File: src/sv/mrk_pkg.sv
// ----------------------------------------------------------------------------
// mrk_pkg: shared types and tables for the Morse relay keyer
// Beat payloads, configuration record, opcodes, status codes and code tables.
// ----------------------------------------------------------------------------
package mrk_pkg;

  localparam int unsigned CodeBitsDefault = 5;
  localparam int unsigned CfgWidth        = 12;

  localparam logic [CfgWidth-1:0] DitTicksReset = 12'd200;
  localparam logic [CfgWidth-1:0] DahTicksReset = 12'd500;
  localparam logic [CfgWidth-1:0] GapTicksReset = 12'd150;

  // register indexes on the configuration port
  localparam logic [1:0] CfgIdxDit = 2'd0;
  localparam logic [1:0] CfgIdxDah = 2'd1;
  localparam logic [1:0] CfgIdxGap = 2'd2;

  typedef enum logic [1:0] {
    OP_TICK   = 2'd0,
    OP_SEND   = 2'd1,
    OP_ENABLE = 2'd2,
    OP_NONE   = 2'd3
  } op_e;

  typedef enum logic [1:0] {
    ST_OK     = 2'd0,
    ST_BUSY   = 2'd1,
    ST_NOCODE = 2'd2
  } status_e;

  typedef enum logic [1:0] {
    PH_IDLE = 2'd0,
    PH_MARK = 2'd1,
    PH_GAP  = 2'd2
  } phase_e;

  typedef struct packed {
    logic [1:0] op;
    logic [7:0] character;
    logic       enable_value;
  } in_item_t;

  typedef struct packed {
    logic       relay_on;
    logic       busy_res;
    logic [1:0] status;
  } out_item_t;

  typedef struct packed {
    logic [CfgWidth-1:0] dit_ticks;
    logic [CfgWidth-1:0] dah_ticks;
    logic [CfgWidth-1:0] gap_ticks;
  } cfg_t;

  // decoded character: element count and elements, right-aligned, first element in bit len-1
  typedef struct packed {
    logic       known;
    logic [2:0] len;
    logic [4:0] bits;
  } code_t;

  // {length[2:0], elements[4:0]}, 1 = dah
  localparam logic [7:0] LetterCode [26] = '{
    8'h41, 8'h88, 8'h8A, 8'h64, 8'h20, 8'h82, 8'h66, 8'h80,
    8'h40, 8'h87, 8'h65, 8'h84, 8'h43, 8'h42, 8'h67, 8'h86,
    8'h8D, 8'h62, 8'h60, 8'h21, 8'h61, 8'h81, 8'h63, 8'h89,
    8'h8B, 8'h8C
  };

  localparam logic [4:0] DigitCode [10] = '{
    5'd31, 5'd15, 5'd7, 5'd3, 5'd1, 5'd0, 5'd16, 5'd24, 5'd28, 5'd30
  };

endpackage

File: src/sv/mrk_decode.sv
// ----------------------------------------------------------------------------
// mrk_decode: ASCII to Morse element lookup
// Folds lower case, then maps letters, digits, '.' and '-' to elements.
// ----------------------------------------------------------------------------
module mrk_decode (
  input  logic [7:0]     character_i,
  output mrk_pkg::code_t code_o
);
  import mrk_pkg::*;

  logic [7:0] ch_up;
  logic [7:0] letter_off;
  logic [7:0] digit_off;
  logic [7:0] letter_e;

  assign ch_up      = (character_i inside {[8'h61:8'h7A]}) ? character_i - 8'd32 : character_i;
  assign letter_off = ch_up - 8'h41;
  assign digit_off  = character_i - 8'h30;
  assign letter_e   = LetterCode[letter_off[4:0]];

  always_comb begin
    code_o = '0;
    if (ch_up inside {[8'h41:8'h5A]}) begin
      code_o.known = 1'b1;
      code_o.len   = letter_e[7:5];
      code_o.bits  = letter_e[4:0];
    end else if (character_i inside {[8'h30:8'h39]}) begin
      code_o.known = 1'b1;
      code_o.len   = 3'd5;
      code_o.bits  = DigitCode[digit_off[3:0]];
    end else if (character_i == 8'h2E || character_i == 8'h2D) begin
      code_o.known = 1'b1;
      code_o.len   = 3'd1;
      code_o.bits  = (character_i == 8'h2D) ? 5'd1 : 5'd0;
    end
  end

endmodule

File: src/sv/mrk_seq.sv
// ----------------------------------------------------------------------------
// mrk_seq: keying sequencer
// Holds phase, tick count and element pattern; applies one beat per step.
// ----------------------------------------------------------------------------
module mrk_seq #(
  parameter int unsigned CODE_BITS = mrk_pkg::CodeBitsDefault
) (
  input  logic               clk_i,
  input  logic               rst_ni,
  input  logic               step_i,
  input  mrk_pkg::in_item_t  item_i,
  input  mrk_pkg::code_t     code_i,
  input  mrk_pkg::cfg_t      cfg_i,
  output mrk_pkg::out_item_t res_o
);
  import mrk_pkg::*;

  localparam int unsigned ShW = $clog2(CODE_BITS + 1);

  phase_e               phase_q, phase_d;
  logic                 en_q, en_d;
  logic [CODE_BITS-1:0] pattern_q, pattern_d;
  logic [2:0]           left_q, left_d;
  logic [CfgWidth-1:0]  tick_q, tick_d;
  logic [CfgWidth-1:0]  tick_inc;
  logic [CfgWidth-1:0]  mark_len;
  logic [ShW-1:0]       load_sh;
  logic                 go_start;
  status_e              status;

  assign tick_inc = tick_q + 1'b1;
  assign mark_len = pattern_q[CODE_BITS-1] ? cfg_i.dah_ticks : cfg_i.dit_ticks;
  assign load_sh  = ShW'(CODE_BITS) - ShW'(code_i.len);

  always_comb begin
    phase_d   = phase_q;
    en_d      = en_q;
    pattern_d = pattern_q;
    left_d    = left_q;
    tick_d    = tick_q;
    go_start  = 1'b0;
    status    = ST_OK;
    case (op_e'(item_i.op))
      OP_TICK: begin
        if (phase_q == PH_MARK) begin
          tick_d = tick_inc;
          if (tick_inc >= mark_len || tick_inc == '0) begin
            pattern_d = pattern_q << 1;
            left_d    = left_q - 3'd1;
            tick_d    = '0;
            if (cfg_i.gap_ticks == '0) begin
              go_start = 1'b1;
            end else begin
              phase_d = PH_GAP;
            end
          end
        end else if (phase_q == PH_GAP) begin
          tick_d = tick_inc;
          if (tick_inc >= cfg_i.gap_ticks || tick_inc == '0) begin
            go_start = 1'b1;
          end
        end
      end
      OP_SEND: begin
        if (phase_q != PH_IDLE) begin
          status = ST_BUSY;
        end else if (!code_i.known) begin
          status = ST_NOCODE;
        end else begin
          pattern_d = CODE_BITS'(code_i.bits) << load_sh;
          left_d    = code_i.len;
          go_start  = 1'b1;
        end
      end
      OP_ENABLE: en_d = item_i.enable_value;
      default: ;
    endcase
    // next element, or back to idle when done or disabled
    if (go_start) begin
      tick_d = '0;
      if (left_d == '0 || !en_q) begin
        phase_d   = PH_IDLE;
        pattern_d = '0;
        left_d    = '0;
      end else begin
        phase_d = PH_MARK;
      end
    end
  end

  always_comb begin
    res_o.relay_on = (phase_d == PH_MARK);
    res_o.busy_res = (phase_d != PH_IDLE);
    res_o.status   = status;
  end

  always_ff @(posedge clk_i or negedge rst_ni) begin
    if (!rst_ni) begin
      phase_q   <= PH_IDLE;
      en_q      <= 1'b0;
      pattern_q <= '0;
      left_q    <= '0;
      tick_q    <= '0;
    end else if (step_i) begin
      phase_q   <= phase_d;
      en_q      <= en_d;
      pattern_q <= pattern_d;
      left_q    <= left_d;
      tick_q    <= tick_d;
    end
  end

  a_idle_clean: assert property (@(posedge clk_i) disable iff (!rst_ni)
    phase_q == PH_IDLE |-> left_q == '0 && pattern_q == '0 && tick_q == '0)
    else $error("idle with leftover keying state");

  // the gap after the last element runs with no elements left
  a_mark_has_elem: assert property (@(posedge clk_i) disable iff (!rst_ni)
    phase_q == PH_MARK |-> left_q != '0)
    else $error("marking with no elements left");

  a_busy_keeps_state: assert property (@(posedge clk_i) disable iff (!rst_ni)
    step_i && op_e'(item_i.op) == OP_SEND && phase_q != PH_IDLE
    |=> $stable(pattern_q) && $stable(left_q) && $stable(tick_q))
    else $error("rejected character disturbed state");

endmodule

File: src/sv/morse_relay_keyer_core.sv
// ----------------------------------------------------------------------------
// morse_relay_keyer_core: Morse code keyer driving a relay
// Input register, one-pass sequencer step, result register.
// ----------------------------------------------------------------------------
// Usage:
//   in channel (in_valid_i/in_ready_o/in_item_i): each beat is a tick, a
//   character to send, or an enable setting; every input beat yields one
//   result beat on out_valid_o/out_ready_i/out_item_o with the relay level,
//   busy flag and status after that beat.
//   cfg channel (cfg_valid_i/cfg_ready_o/cfg_index_i/cfg_data_i): dit, dah
//   and gap lengths in ticks; always ready, unknown indexes dropped. Write
//   only while no beat is in flight.
// Timing:
//   A beat lands in the input register; the step that runs the sequencer
//   loads the result register and raises out_valid_o, and waits while a
//   held result is not taken. Throughput is one beat per cycle while
//   out_ready_i stays high.
// Reset: both stages empty, keying disabled and idle, lengths 200/500/150.
// Backpressure: a held result stalls the sequencer step; the input register
//   still takes one beat while empty, then in_ready_o drops until it moves.
// ----------------------------------------------------------------------------
module morse_relay_keyer_core #(
  parameter int unsigned CODE_BITS = mrk_pkg::CodeBitsDefault
) (
  input  logic                          clk_i,
  input  logic                          rst_ni,
  input  logic                          in_valid_i,
  output logic                          in_ready_o,
  input  mrk_pkg::in_item_t             in_item_i,
  output logic                          out_valid_o,
  input  logic                          out_ready_i,
  output mrk_pkg::out_item_t            out_item_o,
  input  logic                          cfg_valid_i,
  output logic                          cfg_ready_o,
  input  logic [1:0]                    cfg_index_i,
  input  logic [mrk_pkg::CfgWidth-1:0]  cfg_data_i
);
  import mrk_pkg::*;

  // input stage
  logic      in_v_q;
  in_item_t  in_q;
  // result stage
  logic      out_v_q;
  out_item_t out_q;
  // configuration
  cfg_t      cfg_q;

  logic      step;     // input register beat moves into the result register
  code_t     code;
  out_item_t res;

  assign step        = in_v_q && (!out_v_q || out_ready_i);
  assign in_ready_o  = !in_v_q || step;
  assign out_valid_o = out_v_q;
  assign out_item_o  = out_q;
  assign cfg_ready_o = 1'b1;

  always_ff @(posedge clk_i or negedge rst_ni) begin
    if (!rst_ni) begin
      in_v_q <= 1'b0;
    end else if (in_ready_o) begin
      in_v_q <= in_valid_i;
    end
  end

  always_ff @(posedge clk_i) begin
    if (in_valid_i && in_ready_o) begin
      in_q <= in_item_i;
    end
  end

  always_ff @(posedge clk_i or negedge rst_ni) begin
    if (!rst_ni) begin
      out_v_q <= 1'b0;
    end else if (step) begin
      out_v_q <= 1'b1;
    end else if (out_ready_i) begin
      out_v_q <= 1'b0;
    end
  end

  always_ff @(posedge clk_i) begin
    if (step) begin
      out_q <= res;
    end
  end

  always_ff @(posedge clk_i or negedge rst_ni) begin
    if (!rst_ni) begin
      cfg_q.dit_ticks <= DitTicksReset;
      cfg_q.dah_ticks <= DahTicksReset;
      cfg_q.gap_ticks <= GapTicksReset;
    end else if (cfg_valid_i && cfg_ready_o) begin
      case (cfg_index_i)
        CfgIdxDit: cfg_q.dit_ticks <= cfg_data_i;
        CfgIdxDah: cfg_q.dah_ticks <= cfg_data_i;
        CfgIdxGap: cfg_q.gap_ticks <= cfg_data_i;
        default: ;
      endcase
    end
  end

  mrk_decode u_decode (
    .character_i (in_q.character),
    .code_o      (code)
  );

  mrk_seq #(
    .CODE_BITS (CODE_BITS)
  ) u_seq (
    .clk_i  (clk_i),
    .rst_ni (rst_ni),
    .step_i (step),
    .item_i (in_q),
    .code_i (code),
    .cfg_i  (cfg_q),
    .res_o  (res)
  );

  a_no_overrun: assert property (@(posedge clk_i) disable iff (!rst_ni)
    in_v_q && !step |-> !in_ready_o)
    else $error("input register overwritten while stalled");

  a_step_fills_out: assert property (@(posedge clk_i) disable iff (!rst_ni)
    step |=> out_v_q)
    else $error("stepped beat lost before result register");

  a_status_only_send: assert property (@(posedge clk_i) disable iff (!rst_ni)
    step && op_e'(in_q.op) != OP_SEND |-> res.status == ST_OK)
    else $error("non-send beat reported a status");

endmodule
File: config.mk
export PLATFORM = sky130hd
export DESIGN_NAME = morse_relay_keyer_core
export DESIGN_NICKNAME = d
export VERILOG_FILES = /design/src/sv/mrk_pkg.sv /design/src/sv/mrk_decode.sv /design/src/sv/mrk_seq.sv /design/src/sv/morse_relay_keyer_core.sv
export SDC_FILE = /design/constraint.sdc
export NUM_CORES = 1
export LEC_CHECK = 0
export BUFFER_PORTS_ARGS = -buffer_cell sky130_fd_sc_hd__buf_2
export CORE_ASPECT_RATIO = 1.25
export CORE_MARGIN = 2
export CORE_UTILIZATION = 65
export DETAILED_ROUTE_END_ITERATION = 6
export PLACE_DENSITY = 0.88
export RECOVER_POWER = 100
export SLEW_MARGIN = 5
export SYNTH_ARGS = -nofsm -noshare
export SYNTH_HDL_FRONTEND = slang
export SYNTH_SLANG_ARGS = --single-unit
File: constraint.sdc
create_clock -name clk_i -period 6.9 [get_ports clk_i]
set_input_delay 1.38 -clock clk_i [delete_from_list [all_inputs] [get_ports clk_i]]
set_output_delay 1.38 -clock clk_i [all_outputs]
set_load 0.01 [all_outputs]
==> flow_metrics.py <==
metrics = {
    "run_status": {
        "outcome": "complete, but fails checks",
        "violations": "capacitance limit, slew limit",
    },
    "layout": {
        "area_growth_pct": 5.99,
        "layout.nets": 644,
        "stdcell_count": 676,
        "final_cell_area_sq_um": 5690,
        "layout-drive-gt1-share_pct": 19.0,
        "num_antenna_cells": 0,
        "utilization_pct": 69.9,
    },
    "critical_path": {
        "rr_startpoint": "u_seq.tick_q[0]",
        "setup.worst_path.end": "u_seq.tick_q[0]",
        "cp.required_ns": 7.16,
        "r2r-end": "u_seq.tick_q[0]",
        "cp-start-kind": "flip-flop",
        "crit_arrival_ns": 5.84,
        "crit_path_start": "u_seq.tick_q[0]",
        "r2r_slack_ns": 1.32,
        "crit_path_max_fanout": 15,
        "path_class": "reg2reg",
        "cp-end-kind": "flip-flop",
        "r2r_cells": 17,
    },
    "placement": {
        "portBuffers": 35,
        "dp.cells": 660,
        "place_congestion": 0.964,
        "post_dp_cell_area_sq_um": 5560,
        "detailed_place_hpwl_mm": 9.02,
    },
    "die": {
        "die_y_um": 106,
        "io_pins": 37,
        "chipWidth_um": 85.3,
        "coreArea_sq_um": 8150,
        "die_area_sq_um": 9010,
        "row_count": 37,
        "initial_core_util_pct": 65.9,
    },
    "pwr": {
        "pwr-share-comb_pct": 19.1,
        "pwr-share-seq_pct": 51.1,
        "vdd_drop_max_mv": 0.161,
        "p_switching_w": 0.000342,
        "power.density_nw_per_um2": 192,
        "clkPwrFrac_pct": 29.9,
        "internal_power_w": 0.000754,
        "p_sw_share_pct": 31.2,
        "leakagePower_nw": 2.45,
    },
    "routing": {
        "num_vias": 4486,
        "via_per_inst": 6.64,
        "dr.pass1.iters": 4,
        "route.detailed.drc": 0,
        "drt_iter0_drc": 267,
        "drtAntennaViolNets": 0,
        "wirelength_mm": 12.5,
        "wl_per_cell_um": 18.4,
    },
    "sta": {
        "maxSlewHeadroom_pct": -115,
        "setup_viol": 0,
        "min_period_ns": 5.58,
        "worst_clock_skew_ns": 0.00812,
        "report.final.slew_viol_count": 62,
        "worstMarginPinSlew_ns": 3.22,
        "rsz0062_at_grt": "false",
        "finalHoldViolCount": 0,
        "fmax_ghz": 0.179,
        "finalSetupTns_ns": 0,
        "period_share_pct": 80.9,
    },
    "min_path": {
        "hp-start": "in_q[0]",
        "hold_path_class": "reg2reg",
    },
    "clock_tree": {
        "clock_latency_ns": 0.37,
        "path_clk_slew_ns": 0.09,
        "cts_hold_buf": 0,
        "cts_buffers": 9,
        "cts_tree": "done",
        "htree_levels": 3,
        "postCtsSetupBuffers": 0,
        "cts.sinks": 76,
        "cts.path.max_buffers": 2,
        "cts_resized": 0,
        "cts-root-buf": "clkbuf_8",
    },
    "yosys": {
        "synth_top_cell_by_area": "dfrtp_1",
        "yosysMostFrequentCell": "dfrtp_1",
        "yosys-top-cells-area": "dfrtp_1 (22%), ha_1 (9.3%), edfxtp_1 (8.4%)",
        "synth_top_area_share_pct": 22.4,
        "synth.yosys.warnings": 0,
        "syn_avg_cell_area_sq_um": 9.68,
        "syn-cell-area_sq_um": 5370,
        "synth_cell_type_count": 77,
        "async_flop_share_pct": 80.3,
        "synth_ff_type": "dfrtp_1",
        "synth_seq_cells": 76,
        "netlist_top_cells_count": "dfrtp_1 (48), nand2_1 (41), ha_1 (40)",
        "synth_nets": 625,
        "synthCells": 555,
        "synth_edf_count": 15,
        "yosysSeqAreaShare_pct": 37.1,
    },
    "global_route": {
        "first_global_vias": 4466,
        "grt.overflow.total": 0,
        "antenna_found_initial": 0,
        "grt_pass1_wl_mm": 20.3,
        "grt_max_degree": 62,
        "track_usage_pct": 28.4,
    },
    "flow_run": {
        "cap_violations": 1,
    },
}
==> worst min-delay path by stage <==
stage	endpoint	cells past startpoint
floorplan	u_seq.tick_q[11]	2
global placement	out_valid_o	1
detailed placement	out_valid_o	1
CTS	u_seq.en_q	1
global route	u_seq.pattern_q[0]	1
finish	u_seq.en_q	1
==> layout make-up <==
| cell class | count | area, sq um |
|---|---|---|
| flip-flops and latches | 76 | 1990 |
| well taps | 97 | 121 |
| repair buffers | 40 | 191 |
| fillers | 616 | 2450 |
| clock buffers | 9 | 124 |
| multi-input cells | 419 | 3100 |
| inverters | 28 | 105 |
| clock inverters | 7 | 58.8 |
==> flip-flops by register name, indices dropped and copies added (netlist names) <==
| name | flops |
|---|---|
| out_item_o | 4 |
| u_seq.phase_q | 2 |
| u_seq.en_q | 1 |
| out_valid_o | 1 |
| in_q | 11 |
| u_seq.left_q | 3 |
| u_seq.pattern_q | 5 |
| u_seq.tick_q | 12 |
| cfg_q | 36 |
| in_v_q | 1 |
==> cell families (layout without fill, tap and decap cells) <==
logic type | after synthesis | count (layout) | share of synthesized area (%)
compound gates | 138 | 138 | 18.4
flops | 76 | 76 | 37.1
xor+xnor | 14 | 14 | 2.56
simple gates | 171 | 171 | 16.7
buf+inv | 60 | 84 | 4.70
mux | 55 | 55 | 11.2
fa+ha+maj | 40 | 40 | 9.32
other cells | 1 | 1 | 0.0698
==> power groups by stage <==
stage | clock, W | sequential, W | combinational (W)
floorplan | 0 | 0.000552 | 0.000162
global placement | 0 | 0.000565 | 0.000200
detailed placement | 0 | 0.000569 | 0.000210
CTS | 0.000329 | 0.000560 | 0.000214
global route | 0.000348 | 0.000567 | 0.000232
finish | 0.000327 | 0.000560 | 0.000209
==> layer usage <==
metal  track usage (%)  vias to the layer above  share of wire [%]
met2              50.0                      174                 52
met4              14.9                        0                4.1
met5                 0                        -                  0
li1                  -                     2103                  -
met3              5.72                       46                6.0
met1              31.8                     2163                 38
==> critical path: stages (launching register included) <==
cell	delay (ns)
dfrtp_1	0.53
ha_1	0.39
and4_1	0.29
and2_0	0.30
nand3_1	0.16
xnor2_1	0.18
ha_1	0.23
or4_1	0.51
a221oi_1	0.22
o21ai_0	0.13
o22a_1	0.28
a21oi_1	0.38
nor2_1	0.22
a21oi_1	0.18
clkbuf_1	0.55
a21o_1	0.45
nor2_1	0.16
mux2_2	0.28
==> cell usage in the layout (no fill, tap or decap), types with 15 or more instances in the layout <==
master,netlist,routed
dfrtp_1,48,48
nand2_1,41,41
ha_1,40,40
mux2_2,39,39
o21ai_0,34,35
nor2_1,34,34
buf_2,9,27
inv_1,26,26
a21oi_1,22,24
mux2i_1,16,16
edfxtp_1,15,15
==> per-stage QoR <==
| step | total power [W] | setup WS (ns) | hold slack (ns) |
|---|---|---|---|
| final | 0.00110 | 1.32 | 0.497 |
| after global routing | 0.00115 | 0.982 | 0.524 |
| after CTS | 0.00110 | 2.06 | 0.511 |
| after detailed placement | 0.000779 | 2.10 | 0.493 |
| after global placement | 0.000765 | 2.26 | 0.471 |
| after floorplan | 0.000714 | 2.62 | 0.450 |
Note: power is estimated with default switching activity, not from simulation.
